===== config.mk =====
export PLATFORM = sky130hd
export DESIGN_NAME = fifo_with_priority_extract_core
export DESIGN_NICKNAME = d
export VERILOG_FILES = /design/src/rtl/fwpe_pkg.sv /design/src/rtl/fwpe_cell.sv /design/src/rtl/fifo_with_priority_extract_core.sv
export SDC_FILE = /design/constraint.sdc
export NUM_CORES = 1
export LEC_CHECK = 0
export BUFFER_PORTS_ARGS = -buffer_cell sky130_fd_sc_hd__buf_4
export CAP_MARGIN = 20
export CORE_MARGIN = 5
export CORE_UTILIZATION = 60
export CTS_CLUSTER_DIAMETER = 80
export CTS_CLUSTER_SIZE = 16
export DETAILED_ROUTE_END_ITERATION = 8
export PLACE_DENSITY_LB_ADDON = 0.05
export SLEW_MARGIN = 20
export SYNTH_ARGS = -nofsm -noshare
export SYNTH_HDL_FRONTEND = slang
export SYNTH_SLANG_ARGS = --single-unit

===== constraint.sdc =====
create_clock -name clk -period 14.9 [get_ports clk]
set_clock_uncertainty 0.2 [all_clocks]
set_input_delay 1.49 -clock clk [delete_from_list [all_inputs] [get_ports clk]]
set_output_delay 1.49 -clock clk [all_outputs]
set_load 0.02 [all_outputs]

===== src/rtl/fwpe_pkg.sv =====
// Package for the priority-extract FIFO: word types, command and status codes,
// the cell operation code and the per-cell data types.
// No dependencies.
package fwpe_pkg;

    localparam int DEPTH_DEF = 16;

    localparam logic [1:0] CMD_PUSH    = 2'd0;
    localparam logic [1:0] CMD_POP     = 2'd1;
    localparam logic [1:0] CMD_EXTRACT = 2'd2;

    localparam logic [1:0] ST_OK    = 2'd0;
    localparam logic [1:0] ST_EMPTY = 2'd1;
    localparam logic [1:0] ST_FULL  = 2'd2;

    typedef struct packed {
        logic [1:0]  command;
        logic [15:0] entry_handle;
        logic [7:0]  entry_priority;
    } in_word_t;

    typedef struct packed {
        logic [1:0]  status;
        logic [15:0] out_handle;
        logic [7:0]  out_priority;
        logic [4:0]  entry_count;
    } out_word_t;

    typedef struct packed {
        logic [15:0] handle;
        logic [7:0]  prio;
    } slot_t;

    typedef struct packed {
        logic        found;
        logic [15:0] handle;
        logic [7:0]  prio;
    } tok_t;

    typedef enum logic [1:0] {
        OP_HOLD,
        OP_LOAD,
        OP_SHIFT,
        OP_SCAN
    } cell_op_t;

endpackage


===== src/rtl/fwpe_cell.sv =====
// One storage cell of the queue chain: holds one entry, closes up from its right
// neighbor, and passes the running max-priority token to the right.
// Depends on fwpe_pkg.
module fwpe_cell #(
    parameter int DEPTH = fwpe_pkg::DEPTH_DEF,
    parameter int POS = 0,
    localparam int CW = $clog2(DEPTH + 1)
) (
    input  logic               clk,
    input  fwpe_pkg::cell_op_t op,
    input  logic [CW-1:0]      sel,
    input  logic [CW-1:0]      cnt,
    input  fwpe_pkg::slot_t    ld,
    input  fwpe_pkg::slot_t    nxt,
    input  fwpe_pkg::tok_t     tok_in,
    input  logic [CW-1:0]      tok_in_idx,
    output fwpe_pkg::slot_t    slot,
    output fwpe_pkg::tok_t     tok,
    output logic [CW-1:0]      tok_idx
);
    import fwpe_pkg::*;

    localparam logic [CW-1:0] POS_C = CW'(POS);

    slot_t         slot_reg, slot_next;
    tok_t          tok_reg, tok_next;
    logic [CW-1:0] tidx_reg, tidx_next;
    logic          take;

    // oldest wins ties: a later cell takes the token only on strictly greater
    assign take = (POS_C < cnt) && (!tok_in.found || (slot_reg.prio > tok_in.prio));

    always_comb
    begin
        slot_next = slot_reg;
        tok_next  = tok_reg;
        tidx_next = tidx_reg;
        case (op)
            OP_LOAD:
            begin
                if (sel == POS_C)
                begin
                    slot_next = ld;
                end
            end
            OP_SHIFT:
            begin
                if (POS_C >= sel)
                begin
                    slot_next = nxt;
                end
            end
            OP_SCAN:
            begin
                if (take)
                begin
                    tok_next.found  = 1'b1;
                    tok_next.handle = slot_reg.handle;
                    tok_next.prio   = slot_reg.prio;
                    tidx_next       = POS_C;
                end
                else
                begin
                    tok_next  = tok_in;
                    tidx_next = tok_in_idx;
                end
            end
            default:
            begin
            end
        endcase
    end

    always_ff @(posedge clk)
    begin
        slot_reg <= slot_next;
        tok_reg  <= tok_next;
        tidx_reg <= tidx_next;
    end

    assign slot    = slot_reg;
    assign tok     = tok_reg;
    assign tok_idx = tidx_reg;

endmodule


===== src/rtl/fifo_with_priority_extract_core.sv =====
// Bounded FIFO of (handle, priority) words with pop-oldest and extract-highest-priority.
// Push, pop and no-op go from idle straight to S_OUT; extract first runs S_SCAN, with the
// max-priority token walking the cell chain one cell per cycle, then S_REMOVE and S_OUT.
// One command is in flight at a time; the output register lets a result wait while
// the next word is accepted. Depends on fwpe_pkg and fwpe_cell.
module fifo_with_priority_extract_core #(
    parameter int DEPTH = fwpe_pkg::DEPTH_DEF
) (
    input  logic                clk,
    input  logic                rst_n,
    input  logic                in_valid,
    output logic                in_ready,
    input  fwpe_pkg::in_word_t  in_data,
    output logic                out_valid,
    input  logic                out_ready,
    output fwpe_pkg::out_word_t out_data
);
    import fwpe_pkg::*;

    localparam int CW = $clog2(DEPTH + 1);
    localparam int SW = $clog2(DEPTH);

    typedef enum logic [3:0] {
        S_IDLE   = 4'b0001,
        S_SCAN   = 4'b0010,
        S_REMOVE = 4'b0100,
        S_OUT    = 4'b1000
    } state_t;

    state_t        state_reg, state_next;
    logic [CW-1:0] count_reg, count_next;
    logic [SW-1:0] scan_reg, scan_next;
    out_word_t     res_reg, res_next;
    out_word_t     out_data_reg, out_data_next;
    logic          out_valid_reg, out_valid_next;

    cell_op_t      op;
    logic [CW-1:0] sel;
    slot_t         ld;
    logic          acc, full, empty;

    slot_t         slot_q [DEPTH];
    tok_t          tok_q  [DEPTH];
    logic [CW-1:0] tidx_q [DEPTH];

    assign ld.handle = in_data.entry_handle;
    assign ld.prio   = in_data.entry_priority;

    for (genvar g = 0; g < DEPTH; g++)
    begin : g_cell
        slot_t         nxt;
        tok_t          tin;
        logic [CW-1:0] tin_idx;

        if (g == DEPTH - 1)
        begin : g_last
            assign nxt = slot_q[g];
        end
        else
        begin : g_mid
            assign nxt = slot_q[g+1];
        end

        if (g == 0)
        begin : g_first
            assign tin     = '0;
            assign tin_idx = '0;
        end
        else
        begin : g_rest
            assign tin     = tok_q[g-1];
            assign tin_idx = tidx_q[g-1];
        end

        fwpe_cell #(
            .DEPTH (DEPTH),
            .POS   (g)
        ) u_cell (
            .clk        (clk),
            .op         (op),
            .sel        (sel),
            .cnt        (count_reg),
            .ld         (ld),
            .nxt        (nxt),
            .tok_in     (tin),
            .tok_in_idx (tin_idx),
            .slot       (slot_q[g]),
            .tok        (tok_q[g]),
            .tok_idx    (tidx_q[g])
        );
    end

    assign in_ready = (state_reg == S_IDLE);
    assign acc      = in_valid && in_ready;
    assign full     = (count_reg == CW'(DEPTH));
    assign empty    = (count_reg == '0);

    always_comb
    begin
        state_next     = state_reg;
        count_next     = count_reg;
        scan_next      = scan_reg;
        res_next       = res_reg;
        out_data_next  = out_data_reg;
        out_valid_next = out_valid_reg;
        op             = OP_HOLD;
        sel            = count_reg;

        if (out_valid_reg && out_ready)
        begin
            out_valid_next = 1'b0;
        end

        unique case (state_reg)
            S_IDLE:
            begin
                if (acc)
                begin
                    res_next   = '0;
                    state_next = S_OUT;
                    unique case (in_data.command)
                        CMD_PUSH:
                        begin
                            if (full)
                            begin
                                res_next.status = ST_FULL;
                            end
                            else
                            begin
                                op         = OP_LOAD;
                                count_next = count_reg + 1'b1;
                            end
                        end
                        CMD_POP:
                        begin
                            if (empty)
                            begin
                                res_next.status = ST_EMPTY;
                            end
                            else
                            begin
                                op                    = OP_SHIFT;
                                sel                   = '0;
                                res_next.out_handle   = slot_q[0].handle;
                                res_next.out_priority = slot_q[0].prio;
                                count_next            = count_reg - 1'b1;
                            end
                        end
                        CMD_EXTRACT:
                        begin
                            if (empty)
                            begin
                                res_next.status = ST_EMPTY;
                            end
                            else
                            begin
                                state_next = S_SCAN;
                                scan_next  = '0;
                            end
                        end
                        default:
                        begin
                        end
                    endcase
                    res_next.entry_count = 5'(count_next);
                end
            end
            S_SCAN:
            begin
                op        = OP_SCAN;
                scan_next = scan_reg + 1'b1;
                if (scan_reg == SW'(DEPTH - 1))
                begin
                    state_next = S_REMOVE;
                end
            end
            S_REMOVE:
            begin
                op                    = OP_SHIFT;
                sel                   = tidx_q[DEPTH-1];
                count_next            = count_reg - 1'b1;
                res_next.status       = ST_OK;
                res_next.out_handle   = tok_q[DEPTH-1].handle;
                res_next.out_priority = tok_q[DEPTH-1].prio;
                res_next.entry_count  = 5'(count_next);
                state_next            = S_OUT;
            end
            S_OUT:
            begin
                if (!out_valid_reg || out_ready)
                begin
                    out_data_next  = res_reg;
                    out_valid_next = 1'b1;
                    state_next     = S_IDLE;
                end
            end
            default:
            begin
                state_next = S_IDLE;
            end
        endcase
    end

    always_ff @(posedge clk or negedge rst_n)
    begin
        if (!rst_n)
        begin
            state_reg     <= S_IDLE;
            count_reg     <= '0;
            scan_reg      <= '0;
            out_valid_reg <= 1'b0;
        end
        else
        begin
            state_reg     <= state_next;
            count_reg     <= count_next;
            scan_reg      <= scan_next;
            out_valid_reg <= out_valid_next;
        end
    end

    always_ff @(posedge clk)
    begin
        res_reg      <= res_next;
        out_data_reg <= out_data_next;
    end

    assign out_valid = out_valid_reg;
    assign out_data  = out_data_reg;

endmodule

After elaboration in Yosys (flattened, before gate mapping)
Index checks and enable logic that the tools add are counted.
Widths: inputs -> output; s select.
{ "classes": {"addsub": 3, "n_lt_le_gt_ge": 46, "n_eq_ne": 61, "n_mux": 95, "n_reduce_logical": 76} }
{ "op_table": {"columns": ["operator", "n"], "rows": [
  ["$mux 24", 47],
  ["$pmux 24 s2", 15],
  ["$gt 8x8->1", 15],
  ["$ne 2x1->1 const B", 32],
  ["$pmux 31 s2", 1],
  ["$reduce_and 3->1", 16],
  ["$eq 5x4->1 const B", 8],
  ["$lt 4x5->1 const A", 8],
  ["$ge 4x5->1 const A", 7],
  ["$mux 4", 8],
  ["$mux 31", 1],
  ["$mux 5", 6],
  ["$pmux 5 s2", 3],
  ["$mux 25", 1],
  ["$eq 5x3->1 const B", 4],
  ["$ge 3x5->1 const A", 4],
  ["$lt 3x5->1 const A", 4],
  ["$logic_and 1x1->1", 17],
  ["$logic_not 1->1", 16],
  ["$logic_or 1x1->1", 16],
  ["$pmux 4 s4", 1],
  ["$eq 5x2->1 const B", 2],
  ["$ge 1x5->1 const A", 2],
  ["$ge 2x5->1 const A", 2],
  ["25 further kinds", 45]
]} }
{ "totals": {"register_bits": 908, "input_bits": 30, "elab_cells": 387} }

Logic depth before layout (Yosys ltp)
Gate-level depths: netlist of the first run.
{ "depth": {"depth_word": 8, "depth_mapped": 15, "ltp_nobuf": 11} }

Modules after synthesis
Synthesis of the first run repeated with hierarchy kept, for this count alone.
{ "unflattened": {"hier_cells": 2820, "area_unflattened_um2": 44406.3} }
{ "modules_own_cells": {"columns": ["module", "instances", "cells_per_inst", "area_each_um2"], "rows": [
  ["fwpe_cell at g_cell[14].u_cell ...", 2, 151, 2524.9],
  ["fifo_with_priority_extract_core", 1, 309, 3593.4],
  ["fwpe_cell at g_cell[3].u_cell", 1, 241, 2941.6],
  ["fwpe_cell at g_cell[10].u_cell", 1, 154, 2539.9],
  ["fwpe_cell at g_cell[8].u_cell", 1, 152, 2533.7],
  ["fwpe_cell at g_cell[0].u_cell", 1, 150, 2532.4],
  ["fwpe_cell at g_cell[2].u_cell", 1, 150, 2531.2],
  ["fwpe_cell at g_cell[5].u_cell", 1, 153, 2531.2],
  ["fwpe_cell at g_cell[4].u_cell", 1, 153, 2529.9],
  ["fwpe_cell at g_cell[11].u_cell", 1, 152, 2528.7],
  ["fwpe_cell at g_cell[12].u_cell", 1, 151, 2527.4],
  ["fwpe_cell at g_cell[9].u_cell", 1, 151, 2526.2],
  ["fwpe_cell at g_cell[7].u_cell", 1, 151, 2522.4],
  ["fwpe_cell at g_cell[13].u_cell", 1, 149, 2521.2],
  ["2 more rows", null, null, null]
]} }

Least setup slack after synthesis of the first run
No wires, ideal clock.
{ "synth_path": {"kind": "input to register", "start": "input in_data[25] (netlist bit)", "end": "register g_cell[0].u_cell.tok_reg (netlist bit g_cell[0].u_cell.tok[0]) (enable)", "arrival_time_ns": 12.512, "required_ns": 13.828, "path_slack_ns": 1.316, "stages": 7, "n_path_buf": 1, "path_cell_list": "inv_1 > ha_1 > buf_2 > nand4_4 > and2_1 > inv_1 > ha_1"} }
{ "synth_between": {"elab_chain_cells": 5} }
{ "synth_rtl": {"columns": ["element", "line_no", "rtl"], "rows": [
  ["start: declaration", "fifo_with_priority_extract_core.sv:13", "input fwpe_pkg::in_word_t in_data,"],
  ["$eq 2x1->1 / $logic_not 2->1 (equally long branches)", "fifo_with_priority_extract_core.sv:121", "unique case (in_data.command)"],
  ["$pmux 2 s2 *", "fifo_with_priority_extract_core.sv:121", null],
  ["$mux 2 *", "fifo_with_priority_extract_core.sv:117", "if (acc)"],
  ["$pmux 2 s3 *", "fifo_with_priority_extract_core.sv:114", "unique case (state_reg)"],
  ["$eq 2x2->1 *", "fwpe_cell.sv:38", "case (op)"],
  ["end signal: assignment", "fwpe_cell.sv:77", "tok_reg <= tok_next;"],
  ["end: declaration", "fwpe_cell.sv:26", "tok_t tok_reg, tok_next;"]
]} }
Mark *: on every way between the ends. The rest lies on a longest branch, timed or not.
A chain may end at the register's enable or synchronous reset.

Worst setup path after layout of the first run
{ "layout_path": {"start": "register count_reg[1]", "end": "register g_cell[11].u_cell.tok_reg (netlist bit g_cell[11].u_cell.tok[8]) (enable)"} }
{ "layout_between": {"elab_chain_cells": 6} }
{ "layout_rtl": {"columns": ["element", "line_no", "rtl"], "rows": [
  ["start: declaration", "fifo_with_priority_extract_core.sv:31", "logic [CW-1:0] count_reg, count_next;"],
  ["start signal: assignment", "fifo_with_priority_extract_core.sv:216", "count_reg <= count_next;"],
  ["$eq 5x5->1 / $logic_not 5->1 (equally long branches)", "fifo_with_priority_extract_core.sv:95, fifo_with_priority_extract_core.sv:96", null],
  ["$mux 1 / $mux 2 (equally long branches)", "fifo_with_priority_extract_core.sv:124, fifo_with_priority_extract_core.sv:136", null],
  ["$pmux 2 s2 *", "fifo_with_priority_extract_core.sv:121", null],
  ["$mux 2 *", "fifo_with_priority_extract_core.sv:117", null],
  ["$pmux 2 s3 *", "fifo_with_priority_extract_core.sv:114", null],
  ["$eq 2x2->1 *", "fwpe_cell.sv:38", null],
  ["end signal: assignment", "fwpe_cell.sv:77", null],
  ["end: declaration", "fwpe_cell.sv:26", null]
]} }
Marked as above.

==> impl_metrics.ini, run 1 <==
[outcome]
status = finished clean

[route]
vias = 22700
viasPerCell = 5.97
wl_um = 91700
drc = 0
dr.pass1.iters = 5
wl_per_cell_um = 24.1
ant_nets = 0
drt-initial-drc-count = 1981

[floorplanning]
core-area_um2 = 65700
row_count = 94
die_w_um = 267
ios = 63
initial_core_util_pct = 60.4
die_area_um2 = 71400
die_height_um = 267

[worst_hold_path]
worstHoldStart = res_reg[22]$_DFFE_PP_
holdCritPathClass = flop to flop

[logic_synthesis]
syn_nets = 3045
syn_area_per_cell_um2 = 13.8
ys_ff_latch = 908
synth_ff_type = edfxtp_1
yosysTopAreaCellShare_pct = 67.6
syn-instance-count = 2882
synth_area_um2 = 39700
synthArstFlopShare_pct = 1.54
synth_area_leaders = edfxtp_1 68%, mux2_2 10%, nand2_1 7.0%, ha_1 4.2%, inv_1 1.4%
synth.most_common_cell = edfxtp_1
yosys_warnings = 0
synth.distinct_cells = 64
yosys-top-cells-count = 894 x edfxtp_1, 744 x nand2_1, 363 x mux2_2, 150 x inv_1, 133 x ha_1
ys_seq_area_share_pct = 68.5
synth_edf_count = 894
synth_top_area_cell = edfxtp_1

[sta]
grt_setup_unrepaired = no
max_slew_margin_pct = 22.9
timing.final.crit_period_ns = 5.35
max_freq_ghz = 0.187
setup_tns_ns = 0
slew_violations = 0
finalSetupViolCount = 0
min_period_over_period_pct = 35.9
hold_viol = 0
setup_ws_ns = 9.55
worst_pin_slew_ns = 1.15

[critical_path]
endpoint_kind = flop
cp.required_ns = 14.93
worstSetupPathType = flop to flop
cp-startpoint = count_reg[1]$_DFFE_PN0P_
cpMaxStageDelayCell = buf_4
reg2reg_from = count_reg[1]$_DFFE_PN0P_
worstPathArrival_ns = 5.38
worstPathCellList = inv_1, ha_1, or4b_2, nand4_4, and2_1, inv_1, ha_4, buf_4, buf_12
crit_path_max_fanout = 172
crit_top_cell = inv_1
crit_path_start_kind = flop
slowest_delay_ns = 0.83

[power]
p_switching_w = 0.00216
pwr-share-comb_pct = 25.6
swShare_pct = 30.8
pwr-share-seq_pct = 50.4
clock_power_share_pct = 24.0
p_leak_nw = 15.7
p_int_w = 0.00486
ir_worst_vdd_mv = 0.102
p_per_area_nw_per_um2 = 163

[global_routing]
grt_overflow = 0
grt_pass1_vias = 23400
antenna_found_initial = 1
grt_start_max_net_pins = 210
track_usage_pct = 25.7
grt_pass1_wl_um = 140000

[final_layout]
drive_gt1_share_pct = 19.8
diodes = 0
areaGrowthSynthToFinish_pct = 8.54
final_cell_area_um2 = 43100
largest_register_ffs = 399
layout.nets = 3093

[clock_network]
insertion_delay_ns = 0.61
cts_tree = yes
clock-sinks = 908
cts_buffer_depth = 3
post_cts_resized = 0
post-cts-setup-buffer-count = 0
ctsRootBufferMaster = clkbuf_16
cts_buffers = 67
htree_levels = 3
hold_buffers = 0
clk_pin_slew_ns = 0.07

[place]
io_buffers = 62
place_ws_ns = 9.05
dpl.hpwl_um = 57500
placed_cell_area_um2 = 41200
gp_congestion = 0.827

[flow_run]
drv_cap = 0
area by class of cell:
class,count,area [um^2]
Multi-Input combinational cell,1700,11600
Clock inverter,6,86.3
Sequential cell,908,27200
Inverter,151,572
Fill cell,4749,22600
Timing Repair Buffer,102,811
Tap cell,864,1080
Clock buffer,74,1750
path summary, 6_finish.rpt:
| check | to | slack, ns | cells after the start |
|---|---|---|---|
| min in group asynchronous | out_valid$_DFF_PN0_ | 0.53 | 1 |
| worst max-delay path | g_cell[11].u_cell.tok[8]$_DFFE_PN_ | 9.55 | 9 |
| worst min-delay path | out_data[22]$_DFFE_PP_ | 0.22 | 0 |
| worst min register to register | out_data[22]$_DFFE_PP_ | 0.22 | 0 |
| max in group asynchronous | state_reg[0]$_DFFE_PN1P_ | 13.73 | 1 |
| worst max register to register | g_cell[11].u_cell.tok[8]$_DFFE_PN_ | 9.55 | 9 |
layout by cell type, fill, tap and decap left out, types with 13 or more instances in the layout:
cell / count
edfxtp_1: 894
nand2_1: 743
mux2_2: 363
inv_1: 150
ha_1: 131
buf_4: 99
clkbuf_16: 69
a21oi_1: 58
o21ai_0: 53
and2_1: 45
nand2b_1: 38
nor2_1: 36
nor2b_1: 30
nand4_1: 30
a22o_1: 26
o21a_1: 19
nand3b_1: 17
o21ai_2: 15
dfrtp_1: 13
stage by stage:
step | utilization [%] | total power (W) | instances | hold slack (ns)
6_report | 65.6 | 0.00703 | 3805 | 0.221
3_5_place_dp | 62.7 | 0.00539 | 3724 | 0.205
2_1_floorplan | - | 0.00473 | 2882 | 0.200
3_3_place_gp | 62.7 | 0.00535 | 3724 | 0.203
4_1_cts | 65.5 | 0.00707 | 3804 | 0.221
5_1_grt | 65.6 | 0.00733 | 3805 | 0.228
metal layers:
layer / track usage (%) / share of wire, % / vias to the layer above
met4: 7.38 / 2.9 / 0
li1: - / - / 10400
met5: 0 / 0 / -
met3: 3.21 / 5.2 / 160
met2: 44.6 / 51 / 702
met1: 34.6 / 41 / 11500
cell families after synthesis:
group	share of synthesized area, %
and+or+nand+nor	10.7
DFF	68.5
muxes	10.3
buffers and inverters	2.74
AOI/OAI and AO/OA	3.40
adders and majority gates	4.19
xor gates and xnor gates	0.132
worst max-delay path, delay by kind of cell (launching register included):
family / cells / cell delay [ns]
buf+inv: 4 / 1.97
fa+ha+maj: 2 / 1.03
flops: 1 / 0.81
simple gates: 3 / 0.63
power groups by stage:
stage,clock network (W),logic [W],registers (W)
2_1_floorplan,0,0.00119,0.00354
5_1_grt,0.00182,0.00193,0.00357
4_1_cts,0.00172,0.00181,0.00354
3_5_place_dp,0,0.00180,0.00360
6_report,0.00169,0.00180,0.00354
3_3_place_gp,0,0.00176,0.00359
(Power assumes the default switching activity.)
==> inputs of run 2 (changes only) <==
==> constraint.sdc (replaced) <==
create_clock -name clk -period 5.2 [get_ports clk]
set_clock_uncertainty 0.2 [all_clocks]
set_input_delay 0.52 -clock clk [delete_from_list [all_inputs] [get_ports clk]]
set_output_delay 0.52 -clock clk [all_outputs]
set_load 0.02 [all_outputs]
==> impl_metrics.ini, run 2 (synthesis gave the netlist of run 1 again) <==
[global_routing]
grt_start_max_net_pins = 175
grt_pass1_wl_um = 141000
grt_overflow = 0
track_usage_pct = 25.8
grt_pass1_vias = 23900
antenna_found_initial = 1

[place]
gp_congestion = 0.858
io_buffers = 62
dpl.hpwl_um = 59800
place_ws_ns = 0.887

[critical_path]
crit_path_max_fanout = 24
crit_family = simple AND/OR/NAND/NOR gates
worstPathCellList = inv_1, ha_1, or4b_2, nand4_4, and2_4, ha_1, buf_4, or4b_1, o31ai_4, buf_4
endpoint_kind = flop
critPathBufInv = 3
cpMaxStageDelayCell = or4b_2
worstSetupPathType = flop to flop
r2r_setup_slack_ns = 0.93
crit_path_start_kind = flop
slowest_delay_ns = 0.69
worstPathArrival_ns = 4.36
cp.required_ns = 5.28

[floorplanning]
die_w_um = 267
core-area_um2 = 65700
row_count = 94
ios = 63
die_area_um2 = 71400
die_height_um = 267
initial_core_util_pct = 60.4

[sta]
setup_tns_ns = 0
max_freq_ghz = 0.234
setup_ws_ns = 0.927
finalSetupViolCount = 0
grt_setup_unrepaired = no
min_period_over_period_pct = 82.2
hold_viol = 0
timing.final.crit_period_ns = 4.27
max_slew_margin_pct = 38.3
worst_pin_slew_ns = 0.924
slew_violations = 0

[route]
ant_nets = 0
drc = 0
wl_um = 92000
dr.pass1.iters = 6
drt-initial-drc-count = 2138
viasPerCell = 5.94
vias = 22900
wl_per_cell_um = 23.9

[final_layout]
final_cell_mix = 894 x edfxtp_1, 742 x nand2_1, 363 x mux2_2, 149 x inv_1, 131 x ha_1
areaGrowthSynthToFinish_pct = 9.84
drive_gt1_share_pct = 20.4
diodes = 0
layout_commonest_cell = edfxtp_1
layout.nets = 3137
largest_register_ffs = 399

[clock_network]
cts_tree = yes
clock-sinks = 908
cts_buffers = 67
clk_pin_slew_ns = 0.08
insertion_delay_ns = 0.62
htree_levels = 3
cts_buffer_depth = 3
post_cts_resized = 0
ctsRootBufferMaster = clkbuf_16

[worst_hold_path]
holdCritPathClass = primary input to async pin

[power]
p_leak_nw = 15.9
ir_worst_vdd_mv = 0.281
p_per_area_nw_per_um2 = 463
swShare_pct = 30.6
clock_power_share_pct = 24.5
pwr-share-comb_pct = 25.5
pwr-share-seq_pct = 50.1
p_switching_w = 0.00618
p_int_w = 0.0140

[outcome]
status = finished clean

[flow_run]
drv_cap = 0
-- run 2: changes by cell type in the layout (fill, tap and decap cells not counted), moves of 3 or more --
cell | previous run | this run
buf_12 | 2 | 6
clkbuf_1 | 5 | 10
nor2_4 | 3 | 0
buf_4 | 99 | 112
nor2_2 | 2 | 5
dlygate4sd3_1 | 0 | 27
-- run 2: area by class of cell --
class | count | area [um^2]
sequential | 908 | 27200
fill | 4733 | 22100
multi-input combinational | 1700 | 11600
clock buffer | 78 | 1740
timing repair buffer | 146 | 1260
tap | 864 | 1080
inverter | 151 | 577
clock inverter | 9 | 158
-- run 2: repair_timing --
action / 4_1_cts / 5_1_grt
setup buffers: 0 / 0
hold buffers: 27 / 0
endpoints found under the setup margin: 0 / 0
endpoints found under the hold margin: 40 / 0
-- run 2: per-layer routing --
layer	track usage [%]	share of wire (%)	up-vias
met4	8.19	3.1	0
met2	45.0	51	760
met1	34.3	40	11500
met5	0	0	-
li1	-	-	10500
met3	3.32	5.7	156
-- run 2: power by group through the flow --
| stage | sequential, W | clock, W | combinational [W] |
|---|---|---|---|
| after floorplan | 0.0101 | 0 | 0.00343 |
| after global placement | 0.0102 | 0 | 0.00502 |
| after detailed placement | 0.0103 | 0 | 0.00512 |
| after CTS | 0.0101 | 0.00507 | 0.00518 |
| after global routing | 0.0102 | 0.00534 | 0.00556 |
| final | 0.0101 | 0.00494 | 0.00514 |
-- run 2: worst paths after layout --
kind                                                from                                   end  depth (start not counted)
worst max-delay path            count_reg[1]$_DFFE_PN0P_  g_cell[14].u_cell.slot[15]$_DFFE_PP_                         10
worst min-delay path                               rst_n              count_reg[2]$_DFFE_PN0P_                          2
worst max register to register  count_reg[1]$_DFFE_PN0P_  g_cell[14].u_cell.slot[15]$_DFFE_PP_                         10
worst min register to register     res_reg[11]$_DFFE_PP_                out_data[11]$_DFFE_PP_                          0
max in group asynchronous                          rst_n              state_reg[0]$_DFFE_PN1P_                          2
min in group clk                             in_data[25]             res_reg[30]$_SDFFCE_PN0P_                          3
-- run 2: worst register-to-register path, delay by kind of cell, from the launching register on --
| kind | cells | cell delay (ns) |
|---|---|---|
| and+or+nand+nor | 4 | 1.64 |
| buffers and inverters | 3 | 0.89 |
| adders and majority gates | 2 | 0.57 |
| DFF | 1 | 0.55 |
| AOI/OAI and AO/OA | 1 | 0.08 |
-- run 2: metrics by stage --
stage	util [%]	cells	area [um^2]	hold WS (ns)	total power (W)
floorplan	-	2882	39800	0.0244	0.0135
global placement	63.0	3741	41400	0.185	0.0153
detailed placement	63.0	3741	41400	0.190	0.0154
CTS	66.3	3855	43600	0.0736	0.0204
global route	66.4	3856	43600	0.0986	0.0211
finish	66.4	3856	43600	0.103	0.0202
